==> config.mk <==
export PLATFORM = sky130hd
export DESIGN_NAME = sha1_hash_engine
export DESIGN_NICKNAME = d
export VERILOG_FILES = /design/src/sv/sha1_pkg.sv /design/src/sv/sha1_front.sv /design/src/sv/sha1_queue.sv /design/src/sv/sha1_core.sv /design/src/sv/sha1_back.sv /design/src/sv/sha1_hash_engine.sv
export VERILOG_INCLUDE_DIRS = /design/src /design/src/sv
export SDC_FILE = /design/constraint.sdc
export NUM_CORES = 2
export LEC_CHECK = 0
export ABC_AREA = 1
export BUFFER_PORTS_ARGS = -buffer_cell sky130_fd_sc_hd__buf_2
export CORE_MARGIN = 2
export CORE_UTILIZATION = 38
export CTS_CLUSTER_SIZE = 10
export DETAILED_ROUTE_END_ITERATION = 10
export GPL_ROUTABILITY_DRIVEN = 1
export GPL_TIMING_DRIVEN = 0
export HOLD_SLACK_MARGIN = 0.05
export PLACE_DENSITY_LB_ADDON = 0.05
export SLEW_MARGIN = 20
export SYNTH_ARGS = -nofsm -noshare
export SYNTH_HDL_FRONTEND = slang
export SYNTH_SLANG_ARGS = --single-unit
==> constraint.sdc <==
create_clock -name clk -period 68.1 [get_ports clk]
set_input_delay 6.81 -clock clk [delete_from_list [all_inputs] [get_ports clk]]
set_output_delay 6.81 -clock clk [all_outputs]
set_load 0.01 [all_outputs]
==> src/sv/sha1_hash_engine_defines.svh <==
// assertion macros for the sha1 hash engine
// used by the top level only, expects clk and rst in scope
`ifndef SHA1_HASH_ENGINE_DEFINES_SVH
`define SHA1_HASH_ENGINE_DEFINES_SVH

// condition that must hold in the same cycle as its trigger
`define SHA1_ASSERT_NOW(lbl, ante, cons, msg) \
  lbl: assert property (@(posedge clk) disable iff (rst) (ante) |-> (cons)) \
    else $error(msg);

// condition that must hold in the cycle after its trigger
`define SHA1_ASSERT_NEXT(lbl, ante, cons, msg) \
  lbl: assert property (@(posedge clk) disable iff (rst) (ante) |=> (cons)) \
    else $error(msg);

`endif

==> src/sv/sha1_pkg.sv <==
// shared types, constants and helpers for the sha1 hash engine
// no dependencies
package sha1_pkg;

  localparam int LEN_BITS  = 64;
  localparam int QDEPTH    = 4;
  localparam int QAW       = $clog2(QDEPTH);
  localparam int QCW       = $clog2(QDEPTH + 1);
  localparam int ROUNDS    = 80;
  localparam int RND_W     = $clog2(ROUNDS);
  localparam int BLK_WORDS = 16;
  localparam int WCNT_W    = $clog2(BLK_WORDS);

  localparam logic [2:0] FULL_BYTES = 3'd4;
  localparam logic [2:0] WORD_LAST  = 3'd4;

  localparam logic [31:0] K0 = 32'h5A82_7999;
  localparam logic [31:0] K1 = 32'h6ED9_EBA1;
  localparam logic [31:0] K2 = 32'h8F1B_BCDC;
  localparam logic [31:0] K3 = 32'hCA62_C1D6;

  localparam logic [31:0] IV [5] = '{
    32'h6745_2301, 32'hEFCD_AB89, 32'h98BA_DCFE, 32'h1032_5476, 32'hC3D2_E1F0
  };

  typedef struct packed {
    logic [31:0] word;
    logic [2:0]  cnt;
    logic        last;
  } sha1_item_t;

  typedef struct packed {
    logic        push;
    logic [31:0] push_word;
    logic        start;
    logic        reinit;
    logic [2:0]  rd_idx;
  } sha1_ctrl_t;

  typedef struct packed {
    logic        busy;
    logic [31:0] digest;
  } sha1_stat_t;

  // leading n bytes of a big-endian word
  function automatic logic [31:0] byte_mask(input logic [2:0] n);
    logic [31:0] m;
    unique case (n)
      3'd0:    m = 32'h0000_0000;
      3'd1:    m = 32'hFF00_0000;
      3'd2:    m = 32'hFFFF_0000;
      3'd3:    m = 32'hFFFF_FF00;
      default: m = 32'hFFFF_FFFF;
    endcase
    return m;
  endfunction

endpackage

==> src/sv/sha1_front.sv <==
// input side of the sha1 hash engine: clamps byte count, clears unused bytes
// depends on sha1_pkg
module sha1_front
  import sha1_pkg::*;
(
  input  logic [31:0] s_axis_tdata,   // message_word
  input  logic [2:0]  s_axis_tuser,   // valid_bytes
  input  logic        s_axis_tlast,
  input  logic        s_axis_tvalid,
  output logic        s_axis_tready,
  input  logic        q_ready,
  output logic        q_push,
  output sha1_item_t  q_item
);

  logic [2:0] cnt;

  always_comb begin
    cnt = (s_axis_tuser > FULL_BYTES) ? FULL_BYTES : s_axis_tuser;
    q_item.cnt  = cnt;
    q_item.word = s_axis_tdata & byte_mask(cnt);
    q_item.last = s_axis_tlast;
  end

  assign s_axis_tready = q_ready;
  assign q_push        = s_axis_tvalid & q_ready;

endmodule

==> src/sv/sha1_queue.sv <==
// short item queue between front and back of the sha1 hash engine
// depends on sha1_pkg
module sha1_queue
  import sha1_pkg::*;
(
  input  logic       clk,
  input  logic       rst,
  input  logic       push,
  input  sha1_item_t push_item,
  output logic       ready,
  input  logic       pop,
  output logic       valid,
  output sha1_item_t head
);

  sha1_item_t       slots [QDEPTH];
  logic [QAW-1:0]   wr_ptr;
  logic [QAW-1:0]   rd_ptr;
  logic [QCW-1:0]   fill;

  assign ready = (fill != QCW'(QDEPTH));
  assign valid = (fill != '0);
  assign head  = slots[rd_ptr];

  always_ff @(posedge clk) begin
    if (rst) begin
      wr_ptr <= '0;
      rd_ptr <= '0;
      fill   <= '0;
    end else begin
      if (push) begin
        wr_ptr <= wr_ptr + 1'b1;
      end
      if (pop) begin
        rd_ptr <= rd_ptr + 1'b1;
      end
      if (push && !pop) begin
        fill <= fill + 1'b1;
      end else if (pop && !push) begin
        fill <= fill - 1'b1;
      end
    end
  end

  always_ff @(posedge clk) begin
    if (push) begin
      slots[wr_ptr] <= push_item;
    end
  end

endmodule

==> src/sv/sha1_core.sv <==
// sha1 compression unit: message schedule shift line, one round per cycle
// depends on sha1_pkg
module sha1_core
  import sha1_pkg::*;
(
  input  logic       clk,
  input  logic       rst,
  input  sha1_ctrl_t ctrl,
  output sha1_stat_t stat
);

  logic [31:0]      win   [BLK_WORDS];
  logic [31:0]      rr    [5];
  logic [31:0]      chain [5];
  logic [RND_W-1:0] rnd;
  logic             running;
  logic             finishing;

  logic [31:0] f;
  logic [31:0] k;
  logic [31:0] t;
  logic [31:0] sx;
  logic [31:0] sched;

  always_comb begin
    priority if (rnd < RND_W'(20)) begin
      f = (rr[1] & rr[2]) | (~rr[1] & rr[3]);
      k = K0;
    end else if (rnd < RND_W'(40)) begin
      f = rr[1] ^ rr[2] ^ rr[3];
      k = K1;
    end else if (rnd < RND_W'(60)) begin
      f = (rr[1] & rr[2]) | (rr[1] & rr[3]) | (rr[2] & rr[3]);
      k = K2;
    end else begin
      f = rr[1] ^ rr[2] ^ rr[3];
      k = K3;
    end
    t     = {rr[0][26:0], rr[0][31:27]} + f + rr[4] + k + win[0];
    sx    = win[13] ^ win[8] ^ win[2] ^ win[0];
    sched = {sx[30:0], sx[31]};
  end

  assign stat.busy   = running | finishing;
  assign stat.digest = chain[ctrl.rd_idx];

  always_ff @(posedge clk) begin
    if (rst) begin
      running   <= 1'b0;
      finishing <= 1'b0;
      rnd       <= '0;
    end else if (ctrl.start) begin
      running <= 1'b1;
      rnd     <= '0;
    end else if (running) begin
      rnd <= rnd + 1'b1;
      if (rnd == RND_W'(ROUNDS - 1)) begin
        running   <= 1'b0;
        finishing <= 1'b1;
      end
    end else begin
      finishing <= 1'b0;
    end
  end

  // schedule window and working registers
  always_ff @(posedge clk) begin
    if (ctrl.push || running) begin
      for (int i = 0; i < BLK_WORDS - 1; i++) begin
        win[i] <= win[i + 1];
      end
      win[BLK_WORDS - 1] <= running ? sched : ctrl.push_word;
    end
    if (ctrl.start) begin
      for (int i = 0; i < 5; i++) begin
        rr[i] <= chain[i];
      end
    end else if (running) begin
      rr[0] <= t;
      rr[1] <= rr[0];
      rr[2] <= {rr[1][1:0], rr[1][31:2]};
      rr[3] <= rr[2];
      rr[4] <= rr[3];
    end
  end

  always_ff @(posedge clk) begin
    if (rst || ctrl.reinit) begin
      for (int i = 0; i < 5; i++) begin
        chain[i] <= IV[i];
      end
    end else if (finishing) begin
      for (int i = 0; i < 5; i++) begin
        chain[i] <= chain[i] + rr[i];
      end
    end
  end

endmodule

==> src/sv/sha1_back.sv <==
// back part of the sha1 hash engine: byte packing, padding, digest output
// depends on sha1_pkg, drives sha1_core through a control struct
module sha1_back
  import sha1_pkg::*;
(
  input  logic        clk,
  input  logic        rst,
  input  logic        q_valid,
  input  sha1_item_t  q_item,
  output logic        q_pop,
  output sha1_ctrl_t  ctrl,
  input  sha1_stat_t  stat,
  output logic        m_axis_tvalid,
  input  logic        m_axis_tready,
  output logic [31:0] m_axis_tdata,   // digest_word
  output logic [2:0]  m_axis_tuser,   // word_number
  output logic        m_axis_tlast
);

  localparam logic [2:0] S_IDLE  = 3'd0;
  localparam logic [2:0] S_PAD   = 3'd1;
  localparam logic [2:0] S_FLUSH = 3'd2;
  localparam logic [2:0] S_ZERO  = 3'd3;
  localparam logic [2:0] S_LENHI = 3'd4;
  localparam logic [2:0] S_LENLO = 3'd5;
  localparam logic [2:0] S_COMP  = 3'd6;
  localparam logic [2:0] S_OUT   = 3'd7;

  localparam logic [31:0] PAD_WORD = 32'h8000_0000;

  logic [2:0]          state, state_next;
  logic [2:0]          ret, ret_next;
  logic [31:0]         acc, acc_next;
  logic [1:0]          acc_cnt, acc_cnt_next;
  logic [WCNT_W-1:0]   word_cnt, word_cnt_next;
  logic [LEN_BITS-1:0] bit_length, bit_length_next;
  logic [2:0]          idx, idx_next;

  logic [31:0] acc_m;
  logic [31:0] src_word;
  logic [2:0]  src_cnt;
  logic [63:0] comb;
  logic [2:0]  total;
  logic        merge_full;
  logic [63:0] len64;
  logic        do_push;
  logic [31:0] push_word;
  logic        out_load;

  always_comb begin
    acc_m      = acc & byte_mask({1'b0, acc_cnt});
    src_word   = (state == S_PAD) ? PAD_WORD : q_item.word;
    src_cnt    = (state == S_PAD) ? 3'd1 : q_item.cnt;
    comb       = {acc_m, 32'h0} | ({src_word, 32'h0} >> {acc_cnt, 3'b000});
    total      = {1'b0, acc_cnt} + src_cnt;
    merge_full = (total >= FULL_BYTES);
    len64      = 64'(bit_length);
  end

  always_comb begin
    state_next      = state;
    ret_next        = ret;
    acc_next        = acc;
    acc_cnt_next    = acc_cnt;
    word_cnt_next   = word_cnt;
    bit_length_next = bit_length;
    idx_next        = idx;
    q_pop           = 1'b0;
    do_push         = 1'b0;
    push_word       = '0;
    out_load        = 1'b0;
    ctrl            = '0;
    ctrl.rd_idx     = idx;

    unique case (state)
      S_IDLE, S_PAD: begin
        if (state == S_PAD || q_valid) begin
          do_push      = merge_full;
          push_word    = comb[63:32];
          acc_next     = merge_full ? comb[31:0] : comb[63:32];
          acc_cnt_next = merge_full ? 2'(total - FULL_BYTES) : 2'(total);
          if (state == S_PAD) begin
            state_next = S_FLUSH;
          end else begin
            q_pop           = 1'b1;
            bit_length_next = bit_length + LEN_BITS'({q_item.cnt, 3'b000});
            state_next      = q_item.last ? S_PAD : S_IDLE;
          end
        end
      end
      S_FLUSH: begin
        do_push      = (acc_cnt != 2'd0);
        push_word    = acc_m;
        acc_cnt_next = 2'd0;
        state_next   = S_ZERO;
      end
      S_ZERO: begin
        if (word_cnt == WCNT_W'(BLK_WORDS - 2)) begin
          state_next = S_LENHI;
        end else begin
          do_push = 1'b1;
        end
      end
      S_LENHI: begin
        do_push    = 1'b1;
        push_word  = len64[63:32];
        state_next = S_LENLO;
      end
      S_LENLO: begin
        do_push    = 1'b1;
        push_word  = len64[31:0];
        state_next = S_OUT;
      end
      S_COMP: begin
        if (!stat.busy) begin
          state_next = ret;
        end
      end
      S_OUT: begin
        if (!m_axis_tvalid || m_axis_tready) begin
          out_load = 1'b1;
          if (idx == WORD_LAST) begin
            ctrl.reinit     = 1'b1;
            bit_length_next = '0;
            idx_next        = '0;
            state_next      = S_IDLE;
          end else begin
            idx_next = idx + 1'b1;
          end
        end
      end
      default: state_next = S_IDLE;
    endcase

    ctrl.push      = do_push;
    ctrl.push_word = push_word;
    ctrl.start     = do_push && (word_cnt == WCNT_W'(BLK_WORDS - 1));
    if (do_push) begin
      word_cnt_next = word_cnt + 1'b1;
    end
    if (ctrl.start) begin
      ret_next   = state_next;
      state_next = S_COMP;
    end
  end

  always_ff @(posedge clk) begin
    if (rst) begin
      state      <= S_IDLE;
      ret        <= S_IDLE;
      acc_cnt    <= 2'd0;
      word_cnt   <= '0;
      bit_length <= '0;
      idx        <= '0;
    end else begin
      state      <= state_next;
      ret        <= ret_next;
      acc_cnt    <= acc_cnt_next;
      word_cnt   <= word_cnt_next;
      bit_length <= bit_length_next;
      idx        <= idx_next;
    end
  end

  always_ff @(posedge clk) begin
    acc <= acc_next;
  end

  // output register
  always_ff @(posedge clk) begin
    if (rst) begin
      m_axis_tvalid <= 1'b0;
    end else if (out_load) begin
      m_axis_tvalid <= 1'b1;
    end else if (m_axis_tready) begin
      m_axis_tvalid <= 1'b0;
    end
  end

  always_ff @(posedge clk) begin
    if (out_load) begin
      m_axis_tdata <= stat.digest;
      m_axis_tuser <= idx;
      m_axis_tlast <= (idx == WORD_LAST);
    end
  end

endmodule

==> src/sv/sha1_hash_engine.sv <==
// top level of the streaming sha1 hash engine
// depends on sha1_pkg, sha1_front, sha1_queue, sha1_back, sha1_core
//
// channel  dir  tdata          tuser          tlast
// s_axis   in   message_word   valid_bytes    last_word
// m_axis   out  digest_word    word_number    digest_done
//
// a full 64-byte block is compressed round by round, starting with its sixteenth word
// a last word adds padding, one or two compressions, then 5 digest items
// the four-entry queue keeps taking items while the back part compresses
// rst is synchronous; chaining words return to the initial vector after each digest
`include "sha1_hash_engine_defines.svh"

module sha1_hash_engine
  import sha1_pkg::*;
(
  input  logic        clk,
  input  logic        rst,
  input  logic        s_axis_tvalid,
  output logic        s_axis_tready,
  input  logic [31:0] s_axis_tdata,   // message_word
  input  logic [2:0]  s_axis_tuser,   // valid_bytes
  input  logic        s_axis_tlast,
  output logic        m_axis_tvalid,
  input  logic        m_axis_tready,
  output logic [31:0] m_axis_tdata,   // digest_word
  output logic [2:0]  m_axis_tuser,   // word_number
  output logic        m_axis_tlast
);

  sha1_item_t in_item;
  sha1_item_t q_head;
  logic       q_push;
  logic       q_ready;
  logic       q_valid;
  logic       q_pop;
  sha1_ctrl_t ctrl;
  sha1_stat_t stat;

  sha1_front u_front (
    .s_axis_tdata  (s_axis_tdata),
    .s_axis_tuser  (s_axis_tuser),
    .s_axis_tlast  (s_axis_tlast),
    .s_axis_tvalid (s_axis_tvalid),
    .s_axis_tready (s_axis_tready),
    .q_ready       (q_ready),
    .q_push        (q_push),
    .q_item        (in_item)
  );

  sha1_queue u_queue (
    .clk       (clk),
    .rst       (rst),
    .push      (q_push),
    .push_item (in_item),
    .ready     (q_ready),
    .pop       (q_pop),
    .valid     (q_valid),
    .head      (q_head)
  );

  sha1_back u_back (
    .clk           (clk),
    .rst           (rst),
    .q_valid       (q_valid),
    .q_item        (q_head),
    .q_pop         (q_pop),
    .ctrl          (ctrl),
    .stat          (stat),
    .m_axis_tvalid (m_axis_tvalid),
    .m_axis_tready (m_axis_tready),
    .m_axis_tdata  (m_axis_tdata),
    .m_axis_tuser  (m_axis_tuser),
    .m_axis_tlast  (m_axis_tlast)
  );

  sha1_core u_core (
    .clk  (clk),
    .rst  (rst),
    .ctrl (ctrl),
    .stat (stat)
  );

  // no schedule word may enter while rounds are running
  `SHA1_ASSERT_NOW(a_push_idle, ctrl.push, !stat.busy, "word pushed during compression")
  // a compression starts only with the block's sixteenth word
  `SHA1_ASSERT_NOW(a_start_push, ctrl.start, ctrl.push, "compression started without a word")
  // the queue is never popped when empty
  `SHA1_ASSERT_NOW(a_pop_valid, q_pop, q_valid, "pop from empty queue")
  // a stalled digest item stays offered and unchanged
  `SHA1_ASSERT_NEXT(a_out_hold, m_axis_tvalid && !m_axis_tready,
                    m_axis_tvalid && $stable({m_axis_tdata, m_axis_tuser, m_axis_tlast}),
                    "stalled digest item changed")

endmodule
==> out/qor.txt <==
Area of the multi-input gates: 24,600 um^2
Synth async-reset ratio: 0%
Synth cell count leaders: nand2_1, edfxtp_1, nor2_1, inv_1, o21ai_0
Worst Setup SP: m_axis_tready
Total number of vias: 48,800
CTS resizes: 0
Synth Instances: 6,574
Compound-Gate Fraction of Synth Area: 9.93%
Cell row count: 147
Slew @ Worst Pin: 1.19 ns
WS Path Type: input port to flip-flop
Io pins: 78
Hold Crit Start: u_core.win[4][6]$_DFFE_PP_
Filler cells: 15,900
Setup Fix Bufs, Post-CTS: 0
Initial antenna violation count: 6
Register area share after synthesis: 54.1%
Largest net degree at the start of global routing: 47
Fin crit period: 9.87 ns
Distinct cells, synth: 52
Layout area overhead: 13.3%
Hold Path Cell Cnt: 0
Outcome: completed
Slew Limit Fails: 0
Synth top area cells: edfxtp_1, nand2_1, nor2_1, ha_1, inv_1
Chip width: 405 um
WP data arrival: 10.30 ns
Peak supply drop: 0.0284 mV
IO Port Bufs: 76
Die area: 164,000 um^2
CP endpoint kind: flip-flop
Post-Synth Adder-Cell Area: 8.37%
Post-Route WL: 235 mm
Routability Congestion: 1.04
Unrepaired setup endpoints after global routing: no
Period utilisation layout: 14.5%
Starting Density: 38.1%
R2r worst-path depth: 21
Vias per cell: 5.41
Clock sinks: 1,131
Die Y: 405 um
Largest family of logic cells by synthesized area: simple AND/OR/NAND/NOR gates
Register area: 33,000 um^2
DRT antenna net count: 0
Share of cells above drive strength 1: 5.76%
Fraction of the mapped netlist area in simple logic gates: 19.9%
Pwr/cell area: 42.7 nW/um^2
Max-cap viol count: 0
Clk slew on worst S/H paths: 0.06 ns
Top FF cell, synth: edfxtp_1
Relative slew slack: 19.7%
Post-route worst setup slack: 58.23 ns
Post-synth EDFFs: 1,036
Clk_skew: 0.0375 ns
Initial DRC count: 4,832
Num CTS Buffers: 141
CTS Root Cell: clkbuf_16
Clock Tree Buf Depth: 3
Place WS: 57.51 ns
GRT Total Usage: 28.6%
Top-count cell post-synth: nand2_1
WP data required: 68.53 ns
Finished Core Util: 43.2%
Synthesized area: 61,000 um^2
HPWL Detailed: 187 mm
WL/cell: 26.1 um
Mapped Nets: 6,949
CTS tree: built
Hold Buf Count CTS: 0
Mux cell area share after synthesis: 0%
Warnings from Yosys: 0
Setup TNS Final: 0 ns
Startpoint Class: input port
Vias in the first global route: 47,200
Final setup violation count: 0
Final hold vios: 0
Initial DRT Pass Iterations: 6
GRT Residual Overflow: 0
Core Footprint: 160,000 um^2
Nets: 7,224
Avg Cell Area, Syn: 9.28 um^2
#FFs+latches synth: 1,131
Clk_lat worst skew: 0.79 ns
Fmax: 101 MHz
H-tree Lvls: 4
Post-synth top area cell: edfxtp_1
Residual DRC: 0
Min-delay worst type: flip-flop to flip-flop
Leak: 28.5 nW
Synth Area in XOR/XNOR: 2.04%
Post-synth top area share: 51.0%
R2R Path Start: u_core.rnd[3]$_SDFFE_PP0P_
Worst Path Max Fanout: 41
First-pass GRT wire length: 334 mm
[power by group]
| part | total (mW) | internal (mW) | switching [mW] |
|---|---|---|---|
| logic | 1.07 | 0.316 | 0.757 |
| registers | 1.17 | 1.09 | 0.0849 |
| clock network | 0.707 | 0.396 | 0.311 |
| total | 2.95 | 1.80 | 1.15 |
[stage by stage]
stage	instance area (um^2)	total power [mW]	instances	hold slack, ns
CTS	69200	2.98	9019	0.410
floorplan	61000	2.03	6574	0.400
global placement	64000	2.54	8736	0.400
global route	69200	3.13	9019	0.418
finish	69200	2.95	9021	0.411
detailed placement	64900	2.26	8792	0.405
[per-layer routing]
layer  vias to the layer above  part of all wire [%]  global-route usage [%]
met5                         -                 0.011                       0
met1                     23800                    43                    38.2
li1                      22800                     -                       -
met3                       444                   5.9                    4.17
met2                      1736                    45                    45.0
met4                         4                   6.1                    15.1
[flip-flops by register name, summed over array words and instances (netlist names), 2 cells and up, named ones only]
signal,count
u_core.chain,160
u_core.win,512
u_core.rr,160
u_back.m_axis_tdata,32
u_back.acc,24
u_queue.slots,144
u_back.word_cnt,4
u_queue.rd_ptr,2
u_back.bit_length,61
u_back.ret,3
u_core.rnd,7
u_back.idx,3
u_queue.fill,3
u_back.state,3
u_queue.wr_ptr,2
u_back.m_axis_tuser,3
u_back.acc_cnt,2
[worst paths after layout]
check | to | slack [ns]
max | u_core.chain[4][31]$_SDFFCE_PN1P_ | 58.23
min reg2reg | u_core.win[3][6]$_DFFE_PP_ | 0.41
min | u_core.win[3][6]$_DFFE_PP_ | 0.41
max reg2reg | u_core.rr[0][23]$_DFFE_PP_ | 60.94
[logic make-up after synthesis]
group           count (synthesis)
flops                        1131
simple gates                 2976
compound gates               1096
buf+inv                       894
fa+ha+maj                     335
xor+xnor                      142
[area by class of cell]
cell class | count | area share (%)
antenna | 2 | 0.00724
clock inverter | 38 | 0.753
tap | 2086 | 3.77
clock buffer | 189 | 5.41
sequential | 1131 | 47.7
timing repair buffer | 132 | 1.74
buffer | 174 | 1.11
inverter | 720 | 3.91
multi-input combinational | 4549 | 35.6
[critical path, cell delays in order]
cell and delay (ns):
buf_2 0.10, inv_1 0.05, nand2_1 0.17, nand2_1 0.20, inv_2 0.37, a21oi_2 0.45, inv_2 0.18, nor2_1 0.41
buf_2 0.47, buf_2 0.69, nand3_1 0.34
[placed cells by master, fill, tap and decap left out, types with 24 or more instances in the layout]
cell / synthesis / final
buf_2: 26 / 103
nand4_1: 106 / 106
o21ai_1: 37 / 37
nand2_1: 1600 / 1598
edfxtp_1: 1036 / 1036
dfxtp_1: 95 / 95
ha_1: 213 / 213
clkbuf_1: 94 / 137
a21o_1: 29 / 29
o21ai_0: 409 / 409
fa_1: 122 / 122
a21oi_1: 400 / 400
nor2_1: 808 / 804
nor3_1: 54 / 54
buf_1: 35 / 34
nand3_1: 342 / 342
o22ai_1: 24 / 24
inv_1: 706 / 706
xnor2_1: 80 / 80
o21a_1: 34 / 34
buf_6: 1 / 36
a31oi_1: 54 / 54
clkbuf_16: 0 / 141
o21bai_1: 50 / 50
xor2_1: 62 / 62
Power figures use the tool's default switching activity.
